[src/sv/bted_pkg.sv]
// ----------------------------------------------------------------------------
// bted_pkg
// Shared types and constants of the button event detector: register map,
// configuration bundle, per-channel state word and result word.
// ----------------------------------------------------------------------------
package bted_pkg;

	localparam int CH_W        = 3;
	localparam int CH_SPAN     = 1 << CH_W;
	localparam int TIME_W      = 32;
	localparam int MS_W        = 16;
	localparam int MASK_W      = 8;
	localparam int DATA_W      = 32;
	localparam int PADDR_W     = 5;
	localparam int CHANNELS_DEF = 8;

	localparam logic [MS_W-1:0]   DEBOUNCE_RST     = 16'd50;
	localparam logic [MS_W-1:0]   LONG_PRESS_RST   = 16'd1000;
	localparam logic [MS_W-1:0]   DOUBLE_CLICK_RST = 16'd500;
	localparam logic [MASK_W-1:0] LP_ENABLE_RST    = 8'hFF;

	typedef enum logic [2:0] {
		REG_DEBOUNCE      = 3'd0,
		REG_ACTIVE_HIGH   = 3'd1,
		REG_OVR_ENABLE    = 3'd2,
		REG_OVR_VALUE     = 3'd3,
		REG_LONG_PRESS    = 3'd4,
		REG_LP_ENABLE     = 3'd5,
		REG_DOUBLE_CLICK  = 3'd6
	} reg_idx_t;

	typedef struct packed {
		logic [MS_W-1:0]   debounce_ms;
		logic [MASK_W-1:0] active_high_mask;
		logic [MASK_W-1:0] override_enable_mask;
		logic [MASK_W-1:0] override_value_mask;
		logic [MS_W-1:0]   long_press_ms;
		logic [MASK_W-1:0] long_press_enable_mask;
		logic [MS_W-1:0]   double_click_ms;
	} cfg_t;

	// Per-channel state; the previous debounced level always equals the
	// stored stable level, so it is not kept separately.
	typedef struct packed {
		logic              stable;
		logic              last;
		logic [TIME_W-1:0] change_time;
		logic [TIME_W-1:0] press_time;
		logic [TIME_W-1:0] release_time;
		logic              latched;
	} entry_t;

	typedef struct packed {
		logic [CH_W-1:0] channel_out;
		logic            stable_active;
		logic            pressed;
		logic            released;
		logic            double_click;
		logic            long_press;
	} result_t;

endpackage

[src/sv/bted_sample_if.sv]
// ----------------------------------------------------------------------------
// bted_sample_if
// Valid/ready channel carrying one pin sample.
// ----------------------------------------------------------------------------
interface bted_sample_if
	import bted_pkg::*;
();
	logic              valid;
	logic              ready;
	logic [CH_W-1:0]   channel;
	logic              raw_level;
	logic [TIME_W-1:0] now_ms;

	modport source (output valid, channel, raw_level, now_ms, input ready);
	modport sink   (input valid, channel, raw_level, now_ms, output ready);
endinterface

[src/sv/bted_event_if.sv]
// ----------------------------------------------------------------------------
// bted_event_if
// Valid/ready channel carrying one debounced result with its event flags.
// ----------------------------------------------------------------------------
interface bted_event_if
	import bted_pkg::*;
();
	logic            valid;
	logic            ready;
	logic [CH_W-1:0] channel_out;
	logic            stable_active;
	logic            pressed;
	logic            released;
	logic            double_click;
	logic            long_press;

	modport source (output valid, channel_out, stable_active, pressed, released,
		double_click, long_press, input ready);
	modport sink   (input valid, channel_out, stable_active, pressed, released,
		double_click, long_press, output ready);
endinterface

[src/sv/bted_regs.sv]
// ----------------------------------------------------------------------------
// bted_regs
// APB register file holding the timing windows and per-channel masks.
// ----------------------------------------------------------------------------
module bted_regs
	import bted_pkg::*;
(
	input  logic               clk,
	input  logic               arst_n,
	input  logic               psel,
	input  logic               penable,
	input  logic               pwrite,
	input  logic [PADDR_W-1:0] paddr,
	input  logic [DATA_W-1:0]  pwdata,
	output logic [DATA_W-1:0]  prdata,
	output logic               pready,
	output cfg_t               cfg
);

	cfg_t     cfg_q;
	reg_idx_t idx;
	logic     wr;

	assign pready = 1'b1;
	assign idx    = reg_idx_t'(paddr[PADDR_W-1:2]);
	assign wr     = psel && penable && pwrite && pready;
	assign cfg    = cfg_q;

	always_ff @(posedge clk or negedge arst_n) begin
		if (!arst_n) begin
			cfg_q.debounce_ms            <= DEBOUNCE_RST;
			cfg_q.active_high_mask       <= '0;
			cfg_q.override_enable_mask   <= '0;
			cfg_q.override_value_mask    <= '0;
			cfg_q.long_press_ms          <= LONG_PRESS_RST;
			cfg_q.long_press_enable_mask <= LP_ENABLE_RST;
			cfg_q.double_click_ms        <= DOUBLE_CLICK_RST;
		end else if (wr) begin
			case (idx)
				REG_DEBOUNCE:     cfg_q.debounce_ms            <= pwdata[MS_W-1:0];
				REG_ACTIVE_HIGH:  cfg_q.active_high_mask       <= pwdata[MASK_W-1:0];
				REG_OVR_ENABLE:   cfg_q.override_enable_mask   <= pwdata[MASK_W-1:0];
				REG_OVR_VALUE:    cfg_q.override_value_mask    <= pwdata[MASK_W-1:0];
				REG_LONG_PRESS:   cfg_q.long_press_ms          <= pwdata[MS_W-1:0];
				REG_LP_ENABLE:    cfg_q.long_press_enable_mask <= pwdata[MASK_W-1:0];
				REG_DOUBLE_CLICK: cfg_q.double_click_ms        <= pwdata[MS_W-1:0];
				default: ;
			endcase
		end
	end

	always_comb begin
		prdata = '0;
		case (idx)
			REG_DEBOUNCE:     prdata = {{(DATA_W-MS_W){1'b0}}, cfg_q.debounce_ms};
			REG_ACTIVE_HIGH:  prdata = {{(DATA_W-MASK_W){1'b0}}, cfg_q.active_high_mask};
			REG_OVR_ENABLE:   prdata = {{(DATA_W-MASK_W){1'b0}}, cfg_q.override_enable_mask};
			REG_OVR_VALUE:    prdata = {{(DATA_W-MASK_W){1'b0}}, cfg_q.override_value_mask};
			REG_LONG_PRESS:   prdata = {{(DATA_W-MS_W){1'b0}}, cfg_q.long_press_ms};
			REG_LP_ENABLE:    prdata = {{(DATA_W-MASK_W){1'b0}},
				cfg_q.long_press_enable_mask};
			REG_DOUBLE_CLICK: prdata = {{(DATA_W-MS_W){1'b0}}, cfg_q.double_click_ms};
			default:          prdata = '0;
		endcase
	end

endmodule

[src/sv/multi_channel_button_event_detector.sv]
// ----------------------------------------------------------------------------
// multi_channel_button_event_detector
// Debounce plus press, release, double click and long press per channel.
// ----------------------------------------------------------------------------
// Takes one sample per clock while the result side is ready and returns one
// result per sample, through the stage 1 registers and then the output
// register. The per-channel state word sits in a memory with one registered
// read port and one write port: the read is issued at the sample transfer,
// the updated word is written back when stage 1 advances, and the last
// written word is forwarded when the next sample hits the same channel, so
// back-to-back samples of one channel need no bubble. A valid flop per entry
// makes unwritten channels read as their reset state, so no clearing pass
// runs after reset. Samples for channels at or above CHANNELS return the
// channel number with all other fields zero and leave state alone.
module multi_channel_button_event_detector
	import bted_pkg::*;
#(
	parameter int CHANNELS = CHANNELS_DEF
) (
	input  logic               clk,
	input  logic               arst_n,
	bted_sample_if.sink        samples,
	bted_event_if.source       events,
	input  logic               psel,
	input  logic               penable,
	input  logic               pwrite,
	input  logic [PADDR_W-1:0] paddr,
	input  logic [DATA_W-1:0]  pwdata,
	output logic [DATA_W-1:0]  prdata,
	output logic               pready
);

	localparam int DEPTH = (CHANNELS < CH_SPAN) ? CHANNELS : CH_SPAN;
	localparam int AW    = (DEPTH > 1) ? $clog2(DEPTH) : 1;

	cfg_t cfg;

	bted_regs u_regs (
		.clk     (clk),
		.arst_n  (arst_n),
		.psel    (psel),
		.penable (penable),
		.pwrite  (pwrite),
		.paddr   (paddr),
		.pwdata  (pwdata),
		.prdata  (prdata),
		.pready  (pready),
		.cfg     (cfg)
	);

	entry_t mem [DEPTH];
	logic [DEPTH-1:0] valid_q;

	logic              s1_valid_q;
	logic [CH_W-1:0]   ch_s1;
	logic              raw_s1;
	logic [TIME_W-1:0] now_s1;
	entry_t            rd_s1;

	entry_t        wr_q;
	logic [AW-1:0] wr_idx_q;
	logic          wr_valid_q;

	logic    out_valid_q;
	result_t res_q;

	logic          acc;
	logic          s1_adv;
	logic          wr_en;
	logic [AW-1:0] idx_s1;
	logic          hit_s1;
	logic          fwd;
	entry_t        cur;
	entry_t        nxt;
	result_t       res;

	logic              lvl;
	logic              state;
	logic              pressed;
	logic              released;
	logic              dbl;
	logic              lng;
	logic              latched1;
	logic [TIME_W-1:0] since_chg;
	logic [TIME_W-1:0] since_rel;
	logic [TIME_W-1:0] since_press;

	assign s1_adv        = !out_valid_q || events.ready;
	assign samples.ready = !s1_valid_q || s1_adv;
	assign acc           = samples.valid && samples.ready;

	assign idx_s1 = ch_s1[AW-1:0];
	assign hit_s1 = {{(32-CH_W){1'b0}}, ch_s1} < 32'(DEPTH);
	assign wr_en  = s1_valid_q && s1_adv && hit_s1;
	assign fwd    = wr_valid_q && (wr_idx_q == idx_s1);

	// Stage 1: pick the current state word, then run debounce and events.
	always_comb begin
		if (!valid_q[idx_s1]) begin
			cur = '0;
		end else if (fwd) begin
			cur = wr_q;
		end else begin
			cur = rd_s1;
		end

		nxt = cur;
		if (cfg.override_enable_mask[ch_s1]) begin
			lvl             = cfg.override_value_mask[ch_s1];
			nxt.stable      = lvl;
			nxt.last        = lvl;
			nxt.change_time = now_s1;
		end else begin
			lvl = cfg.active_high_mask[ch_s1] ? raw_s1 : !raw_s1;
			if (!valid_q[idx_s1]) begin
				nxt.stable      = lvl;
				nxt.last        = lvl;
				nxt.change_time = now_s1;
			end else begin
				nxt.last = lvl;
				if (lvl != cur.last) begin
					nxt.change_time = now_s1;
				end
			end
		end
		since_chg = now_s1 - nxt.change_time;
		if (since_chg >= {{(TIME_W-MS_W){1'b0}}, cfg.debounce_ms}) begin
			nxt.stable = lvl;
		end

		state    = nxt.stable;
		pressed  = state && !cur.stable;
		released = !state && cur.stable;

		since_rel = now_s1 - cur.release_time;
		dbl       = pressed && (since_rel <= {{(TIME_W-MS_W){1'b0}}, cfg.double_click_ms});
		if (pressed) begin
			nxt.press_time = now_s1;
		end
		latched1 = cur.latched && !pressed;
		if (released) begin
			nxt.release_time = now_s1;
		end

		since_press = now_s1 - nxt.press_time;
		lng = state && (cfg.long_press_ms != '0) && cfg.long_press_enable_mask[ch_s1]
			&& !latched1
			&& (since_press >= {{(TIME_W-MS_W){1'b0}}, cfg.long_press_ms});
		nxt.latched = latched1 || lng;

		res.channel_out   = ch_s1;
		res.stable_active = hit_s1 && state;
		res.pressed       = hit_s1 && pressed;
		res.released      = hit_s1 && released;
		res.double_click  = hit_s1 && dbl;
		res.long_press    = hit_s1 && lng;
	end

	// Memory: registered read at the sample transfer, write-back from stage 1.
	always_ff @(posedge clk) begin
		if (acc) begin
			rd_s1 <= mem[samples.channel[AW-1:0]];
		end
		if (wr_en) begin
			mem[idx_s1] <= nxt;
		end
	end

	always_ff @(posedge clk) begin
		if (acc) begin
			ch_s1  <= samples.channel;
			raw_s1 <= samples.raw_level;
			now_s1 <= samples.now_ms;
		end
		if (wr_en) begin
			wr_q     <= nxt;
			wr_idx_q <= idx_s1;
		end
		if (s1_valid_q && s1_adv) begin
			res_q <= res;
		end
	end

	always_ff @(posedge clk or negedge arst_n) begin
		if (!arst_n) begin
			s1_valid_q  <= 1'b0;
			out_valid_q <= 1'b0;
			wr_valid_q  <= 1'b0;
			valid_q     <= '0;
		end else begin
			if (acc) begin
				s1_valid_q <= 1'b1;
			end else if (s1_adv) begin
				s1_valid_q <= 1'b0;
			end
			if (s1_valid_q && s1_adv) begin
				out_valid_q <= 1'b1;
			end else if (events.ready) begin
				out_valid_q <= 1'b0;
			end
			if (wr_en) begin
				wr_valid_q      <= 1'b1;
				valid_q[idx_s1] <= 1'b1;
			end
		end
	end

	assign events.valid         = out_valid_q;
	assign events.channel_out   = res_q.channel_out;
	assign events.stable_active = res_q.stable_active;
	assign events.pressed       = res_q.pressed;
	assign events.released      = res_q.released;
	assign events.double_click  = res_q.double_click;
	assign events.long_press    = res_q.long_press;

`ifndef SYNTHESIS
	a_wr_sets_valid: assert property (@(posedge clk) disable iff (!arst_n)
		wr_en |=> valid_q[$past(idx_s1)])
		else $error("write-back did not mark its entry valid");

	a_press_xor_release: assert property (@(posedge clk) disable iff (!arst_n)
		out_valid_q |-> !(res_q.pressed && res_q.released))
		else $error("press and release reported together");

	a_dbl_needs_press: assert property (@(posedge clk) disable iff (!arst_n)
		out_valid_q && res_q.double_click |-> res_q.pressed && res_q.stable_active)
		else $error("double click without a press");

	a_long_needs_active: assert property (@(posedge clk) disable iff (!arst_n)
		out_valid_q && res_q.long_press |-> res_q.stable_active)
		else $error("long press on an inactive channel");

	a_stage_to_output: assert property (@(posedge clk) disable iff (!arst_n)
		s1_valid_q && s1_adv |=> out_valid_q)
		else $error("stage 1 advanced without loading the output register");
`endif

endmodule

[src/flat_wrapper.sv]
// flat-port wrapper written by rule: the top's interface ports become plain ports
module multi_channel_button_event_detector_flat import bted_pkg::*;
#(
	parameter int CHANNELS = CHANNELS_DEF
)
  (clk, arst_n, psel, penable, pwrite, paddr, pwdata, prdata, pready, samples_valid, samples_channel, samples_raw_level, samples_now_ms, samples_ready, events_valid, events_channel_out, events_stable_active, events_pressed, events_released, events_double_click, events_long_press, events_ready);
  bted_sample_if samples_i ();
  bted_event_if events_i ();
  input  logic clk;
  input  logic arst_n;
  input  logic psel;
  input  logic penable;
  input  logic pwrite;
  input  logic [PADDR_W-1:0] paddr;
  input  logic [DATA_W-1:0] pwdata;
  output logic [DATA_W-1:0] prdata;
  output logic pready;
  input wire logic [$bits(samples_i.valid)-1:0] samples_valid;
  input wire logic [$bits(samples_i.channel)-1:0] samples_channel;
  input wire logic [$bits(samples_i.raw_level)-1:0] samples_raw_level;
  input wire logic [$bits(samples_i.now_ms)-1:0] samples_now_ms;
  output wire logic [$bits(samples_i.ready)-1:0] samples_ready;
  output wire logic [$bits(events_i.valid)-1:0] events_valid;
  output wire logic [$bits(events_i.channel_out)-1:0] events_channel_out;
  output wire logic [$bits(events_i.stable_active)-1:0] events_stable_active;
  output wire logic [$bits(events_i.pressed)-1:0] events_pressed;
  output wire logic [$bits(events_i.released)-1:0] events_released;
  output wire logic [$bits(events_i.double_click)-1:0] events_double_click;
  output wire logic [$bits(events_i.long_press)-1:0] events_long_press;
  input wire logic [$bits(events_i.ready)-1:0] events_ready;
  assign samples_i.valid = samples_valid;
  assign samples_i.channel = samples_channel;
  assign samples_i.raw_level = samples_raw_level;
  assign samples_i.now_ms = samples_now_ms;
  assign samples_ready = samples_i.ready;
  assign events_valid = events_i.valid;
  assign events_channel_out = events_i.channel_out;
  assign events_stable_active = events_i.stable_active;
  assign events_pressed = events_i.pressed;
  assign events_released = events_i.released;
  assign events_double_click = events_i.double_click;
  assign events_long_press = events_i.long_press;
  assign events_i.ready = events_ready;
  multi_channel_button_event_detector #(.CHANNELS(CHANNELS)) u_core (.clk(clk), .arst_n(arst_n), .samples(samples_i), .events(events_i), .psel(psel), .penable(penable), .pwrite(pwrite), .paddr(paddr), .pwdata(pwdata), .prdata(prdata), .pready(pready));
endmodule
[config.mk]
export PLATFORM = sky130hd
export DESIGN_NAME = multi_channel_button_event_detector_flat
export DESIGN_NICKNAME = d
export VERILOG_FILES = /design/src/sv/bted_pkg.sv /design/src/sv/bted_sample_if.sv /design/src/sv/bted_event_if.sv /design/src/sv/bted_regs.sv /design/src/sv/multi_channel_button_event_detector.sv /design/src/flat_wrapper.sv
export SDC_FILE = /design/constraint.sdc
export NUM_CORES = 1
export LEC_CHECK = 0
export BUFFER_PORTS_ARGS = -buffer_cell sky130_fd_sc_hd__clkbuf_2
export CAP_MARGIN = 20
export CORE_MARGIN = 2
export CORE_UTILIZATION = 25
export CTS_BUF_LIST = sky130_fd_sc_hd__clkbuf_2 sky130_fd_sc_hd__clkbuf_4 sky130_fd_sc_hd__clkbuf_8
export CTS_CLUSTER_SIZE = 12
export DETAILED_ROUTE_END_ITERATION = 10
export GPL_TIMING_DRIVEN = 0
export PLACE_DENSITY = 0.46
export RECOVER_POWER = 100
export SYNTH_ARGS = -nofsm -noshare
export SYNTH_HDL_FRONTEND = slang
export SYNTH_SLANG_ARGS = --single-unit
[constraint.sdc]
create_clock -name clk -period 36.3 [get_ports clk]
set_input_delay 5.445 -clock clk [delete_from_list [all_inputs] [get_ports clk]]
set_output_delay 5.445 -clock clk [all_outputs]
set_load 0.005 [all_outputs]
==> impl_metrics.tcl, run 1 <==
set metrics [dict create \
    status "finished, violations left" \
    violations "capacitance limit, slew limit" \
    critPathKind "reg2reg" \
    dr_wl_met2_um 76300 \
    nets 3881 \
    first_global_vias 30600 \
    yosys-top-cells-area "edfxtp_1, mux4_2, mux2_2, ha_1, dfrtp_1" \
    fp.dieH_um 455 \
    internal_power_mw 2.47 \
    cts_buffers 185 \
    cts_max_level 4 \
    grt_usage 0.157 \
    ioPinCount 123 \
    synthesis.area_um2 50900 \
    place_ws_ns 17.63 \
    die_area_um2 207000 \
    arrival_ns 21.86 \
    async_reset_ff_frac 0.0810 \
    die_w_um 455 \
    whs_ns 0.454 \
    syn_to_final_growth_pct 16.0 \
    grt_first_pass_wirelength_um 232000 \
    row_count 165 \
    ys_seq_area_frac 0.655 \
    wl_per_cell_um 25.3 \
    ys.flop_type "edfxtp_1" \
    swShare 0.315 \
    cpPeakStageDelay_ns 1.61 \
    p_clk_frac 0.320 \
    end_kind "flop" \
    syn-instance-count 3264 \
    setup_violations 0 \
    fin_skew_ns 0.0651 \
    synth_edf_count 1033 \
    wl_um 164000 \
    initial_utilization 0.251 \
    cts_tree "built" \
    critical_path.top_delay_family "simple AND/OR/NAND/NOR gates" \
    power_switching_mw 1.13 \
    cts_resized 0 \
    synth.most_common_cell "edfxtp_1" \
    cp.required_ns 36.72 \
    grt_overflow 0 \
    p_comb_frac 0.227 \
    ys_ff_latch 1124 \
    p_per_area_nw_per_um2 61.0 \
    cap_violations 35 \
    slew_viol_final 835 \
    relSlewSlack -2.45 \
    viasPerCell 4.76 \
    finalInstanceArea_um2 59000 \
    clk_pin_slew_ns 0.06 \
    fmax_mhz 46.6 \
    met1_length_um 74300 \
    finalWeightedCongestion 0.892 \
    portBuffers 86 \
    p_leak_nw 20.6 \
    drtIter0Drc 2767 \
    rsz0062_at_grt "false" \
    grt_max_degree 69 \
    cts_sinks 1124 \
    drtPass1Iterations 6 \
    clk_path_buf_depth 3 \
    cp-start-kind "flop" \
    hold_path.class "reg2reg" \
    antenna_found_initial 8 \
    wl_met3_um 9840 \
    final_util 0.292 \
    ys_types 90 \
    ys_top_cells_by_count "edfxtp_1, nand2_1, mux4_2" \
    synth_top_area_share 0.610 \
    period_needed_ns 21.44 \
    yosys.area.top_type "edfxtp_1" \
    drive_gt1_frac 0.215 \
    hpwl_um 115000 \
    fin_crit_sh 0.591 \
    cts_hold_buffers 0 \
    vias 30800 \
    dr.max_layer_used "met4" \
    syn-mean-instance-area_um2 15.6 \
    layout_setup_ws_ns 14.86 \
    worst_slew_pin_slew_ns 5.18 \
    path_common_cell "clkbuf_1" \
    core_area_um2 202000 \
    cp_num_buf_inv 12 \
    clkLatencyLatePin_ns 0.97 \
    hold_viol 0 \
    tns_ns 0 \
    cp_slowest_cell "nor4_1" \
    place_area_um2 56200 \
    sequentialPowerShare 0.454 \
    antenna_left 0 \
    vdd_drop_max_mv 0.0433 \
    crit_fanout 10 \
    cts_setup_buffers 0 \
    root_buffer "clkbuf_8" \
    ff2ff_setup_slack_ns 14.86 \
    yosysWarningCount 0 \
    drc 0 \
]
## flip-flops by register name, indices dropped and copies added, names as in the netlist
name	cells
u_core.raw_s1	1
u_core.rd_s1	99
u_core.now_s1	32
u_core.wr_q	99
u_core.s1_valid_q	1
u_core.valid_q	8
u_core.ch_s1	3
u_core.wr_idx_q	3
u_core.events.long_press	1
u_core.events.pressed	1
u_core.u_regs.cfg	80
u_core.events.valid	1
u_core.events.released	1
u_core.mem	792
u_core.events.double_click	1
u_core.wr_valid_q	1
## path summary, 6_finish.rpt
| check | from | endpoint | depth (start not counted) |
|---|---|---|---|
| setup / recovery | u_core.ch_s1[0] | u_core.wr_q[0] | 60 |
| max in group asynchronous | arst_n | u_core.u_regs.cfg[73] | 2 |
| hold reg to reg | u_core.ch_s1[2] | u_core.wr_idx_q[2] | 0 |
| setup reg to reg | u_core.ch_s1[0] | u_core.wr_q[0] | 60 |
| min in group asynchronous | arst_n | u_core.u_regs.cfg[67] | 1 |
| hold / removal | u_core.ch_s1[2] | u_core.wr_idx_q[2] | 0 |
## power by group through the flow
| stage | clock (mW) | sequential, mW | combinational [mW] |
|---|---|---|---|
| floorplan | 0 | 1.63 | 0.530 |
| global placement | 0 | 1.67 | 0.800 |
| detailed placement | 0 | 1.65 | 0.822 |
| CTS | 1.19 | 1.63 | 0.827 |
| global route | 1.24 | 1.64 | 0.894 |
| finish | 1.15 | 1.63 | 0.817 |
## per-stage QoR
stage          std cells  power [mW]
2_1_floorplan       3279        2.16
3_3_place_gp        6037        2.47
3_5_place_dp        6126        2.48
4_1_cts             6460        3.64
5_1_grt             6479        3.77
6_report            6483        3.60
## kinds of logic (layout without fill, tap and decap cells)
logic type | count (synthesis) | after routing | share of synthesized area
other | 2 | 23 | 0.000148
AND/OR/NAND/NOR | 589 | 589 | 0.0538
multiplexers | 470 | 470 | 0.148
adder cells (fa/ha/maj) | 145 | 145 | 0.0360
flip-flops | 1124 | 1124 | 0.655
AO/OA/AOI/OAI | 563 | 563 | 0.0719
XOR/XNOR | 62 | 62 | 0.0107
buffers and inverters | 309 | 835 | 0.0248
## per-layer routing
layer  track usage  vias to the layer above
li1              -                    13500
met1         0.220                    16100
met2         0.250                      988
met3        0.0277                      217
met4        0.0405                        0
met5             0                        -
## cell usage in the layout, fill, tap and decap left out, types with 40 or more instances in the layout
cell      instances
mux2i_1          84
clkbuf_1        239
clkbuf_8        188
nor2_1          121
edfxtp_1       1033
mux4_2          205
o21ai_0         120
a21o_1           93
xnor2_1          40
clkbuf_2         59
dfrtp_1          68
nand2_1         269
inv_1           139
clkinv_1         45
ha_1            140
a21oi_1         153
clkbuf_4         67
mux2_2          167
## worst reg2reg max path, delay by kind of cell (launching register included)
family,cells,cell delay [ns]
AO/OA/AOI/OAI,20,6.05
XOR/XNOR,2,0.55
adder cells (fa/ha/maj),6,2.13
buffers and inverters,12,5.40
flip-flops,1,0.35
multiplexers,1,0.25
AND/OR/NAND/NOR,19,6.18
## cell type report
| class | instances | area (µm²) |
|---|---|---|
| Sequential cell | 1124 | 33300 |
| Buffer | 167 | 712 |
| Fill cell | 20400 | 143000 |
| Clock buffer | 255 | 3090 |
| Tap cell | 2672 | 3340 |
| Multi-Input combinational cell | 1846 | 16300 |
| Clock inverter | 79 | 644 |
| Timing Repair Buffer | 192 | 1030 |
| Antenna cell | 6 | 15.0 |
| Inverter | 142 | 536 |
(Power assumes the default switching activity.)
==> run 2, diff against run 1 <==
--- a/config.mk
+++ b/config.mk
@@ -13,7 +13,7 @@
 export CTS_CLUSTER_SIZE = 12
 export DETAILED_ROUTE_END_ITERATION = 10
 export GPL_TIMING_DRIVEN = 0
-export PLACE_DENSITY = 0.46
+export PLACE_DENSITY = 0.47
 export RECOVER_POWER = 100
 export SYNTH_ARGS = -nofsm -noshare
 export SYNTH_HDL_FRONTEND = slang
==> constraint.sdc (replaced) <==
create_clock -name clk -period 19.5 [get_ports clk]
set_input_delay 2.925 -clock clk [delete_from_list [all_inputs] [get_ports clk]]
set_output_delay 2.925 -clock clk [all_outputs]
set_load 0.005 [all_outputs]
==> impl_metrics.tcl, run 2 (synthesis gave the netlist of run 1 again) <==
set metrics [dict create \
    final_util 0.292 \
    fin_crit_sh 0.950 \
    ioPinCount 123 \
    final_common_cell "edfxtp_1" \
    status "finished, violations left" \
    grtUsageMet1 0.217 \
    cts_sinks 1124 \
    place_ws_ns 0.576 \
    clkLatencyLatePin_ns 0.95 \
    die_area_um2 207000 \
    hp-start "u_core.ch_s1[0]" \
    grt_use_met2 0.247 \
    cpPeakStageDelay_ns 0.85 \
    syn_to_final_growth_pct 16.3 \
    finalInstanceArea_um2 59200 \
    drc 0 \
    critPathKind "reg2reg" \
    drive_gt1_frac 0.219 \
    root_buffer "clkbuf_8" \
    period_needed_ns 18.53 \
    whs_ns 0.454 \
    wl_per_cell_um 24.9 \
    slew_viol_final 841 \
    cts_setup_buffers 0 \
    clk_pin_slew_ns 0.06 \
    p_per_area_nw_per_um2 113 \
    drtPass1Iterations 7 \
    worstSetupStartpoint "u_core.ch_s1[0]" \
    grt.busiest_layer "met2" \
    initial_utilization 0.251 \
    use_met3 0.0248 \
    cp.required_ns 20.03 \
    drtIter0Drc 2774 \
    hpwl_um 114000 \
    grt_usage 0.155 \
    antenna_left 0 \
    cts_buffers 186 \
    cp-start-kind "flop" \
    rsz0062_at_grt "false" \
    crit_fanout 10 \
    row_count 165 \
    regMostFlops "u_core.mem" \
    die_w_um 455 \
    hold_viol 0 \
    finalWeightedCongestion 0.875 \
    grt_max_degree 69 \
    reg_top3 "u_core.mem: 792 flops, u_core.rd_s1: 99 flops, u_core.wr_q: 99 flops" \
    relSlewSlack -2.49 \
    layout_setup_ws_ns 0.972 \
    vias 30800 \
    violations "capacitance limit, slew limit" \
    cts_tree "built" \
    core_area_um2 202000 \
    layout_common_cells "edfxtp_1, nand2_1, clkbuf_1" \
    setup_violations 0 \
    r2r_start "u_core.ch_s1[0]" \
    antenna_found_initial 6 \
    viasPerCell 4.75 \
    place_area_um2 56300 \
    nets 3889 \
    cts_max_level 4 \
    vdd_drop_max_mv 0.0740 \
    cp_slowest_cell "clkbuf_1" \
    fp.dieH_um 455 \
    wl_um 162000 \
    arrival_ns 19.06 \
    worst_slew_pin_slew_ns 5.23 \
    first_global_vias 30500 \
    cts_hold_buffers 0 \
    fill_cells 20300 \
    fin_skew_ns 0.0530 \
    end_kind "flop" \
    cap_violations 34 \
    hold_path.class "reg2reg" \
    largest_reg_flops 792 \
    clk_path_buf_depth 3 \
    grt_overflow 0 \
    p_leak_nw 20.7 \
    grt_first_pass_wirelength_um 229000 \
    fmax_mhz 54.0 \
    portBuffers 86 \
]
run 2: changes by cell type in the layout (fill, tap and decap cells not counted), sizes merged:
cell	change
inv	+1
clkbuf	+5
clkinv	-4
buf	-1
bufinv	+2
clkinvlp	+1
clkdlybuf4s18	+1
diode	-2
run 2: timing repair:
action	CTS	global route
resized for setup	0	7
endpoints found under the hold margin	0	0
endpoints found under the setup margin	0	10
run 2: power breakdown:
| group | switching [mW] | internal (mW) |
|---|---|---|
| logic | 0.999 | 0.524 |
| registers | 0.0814 | 2.95 |
| clock network | 1.00 | 1.15 |
run 2: stage by stage:
step / TNS, ns / std cells / power [mW]
finish: 0 / 6486 / 6.71
global route: 0 / 6486 / 7.04
CTS: 0 / 6461 / 6.79
detailed placement: 0 / 6129 / 4.61
global placement: -859.37 / 6037 / 4.58
floorplan: 0 / 3279 / 4.03
run 2: worst paths after layout:
path,cells after the start,end,slack (ns)
worst min-delay path,0,u_core.wr_idx_q[0],0.45
min in group asynchronous,1,u_core.s1_valid_q,2.58
worst max register to register,56,u_core.mem[6][0],0.97
max in group asynchronous,2,u_core.u_regs.cfg[13],13.00
worst min register to register,0,u_core.wr_idx_q[0],0.45
worst max-delay path,56,u_core.mem[6][0],0.97
run 2: layer usage:
layer / routed length, µm / vias up
met5: 0 / -
met4: 3890 / 0
met1: 73700 / 16100
li1: - / 13500
met3: 8950 / 216
met2: 75200 / 1000
run 2: layout make-up:
type,count,area (µm²),area share
sequential,1124,33300,0.563
clock inverter,79,683,0.0115
timing repair buffer,199,1080,0.0182
inverter,142,536,0.00905
buffer,167,722,0.0122
tap,2672,3340,0.0565
multi-input combinational,1846,16400,0.276
clock buffer,253,3110,0.0526
antenna,4,10.0,0.000169
run 2: critical path, delay by kind of cell (launching register included):
family          cells  cell delay, ns
xor+xnor            2            0.43
fa+ha+maj           6            2.08
buf+inv             9            3.68
simple gates       18            5.30
flops               1            0.34
compound gates     19            5.29
mux                 2            0.94
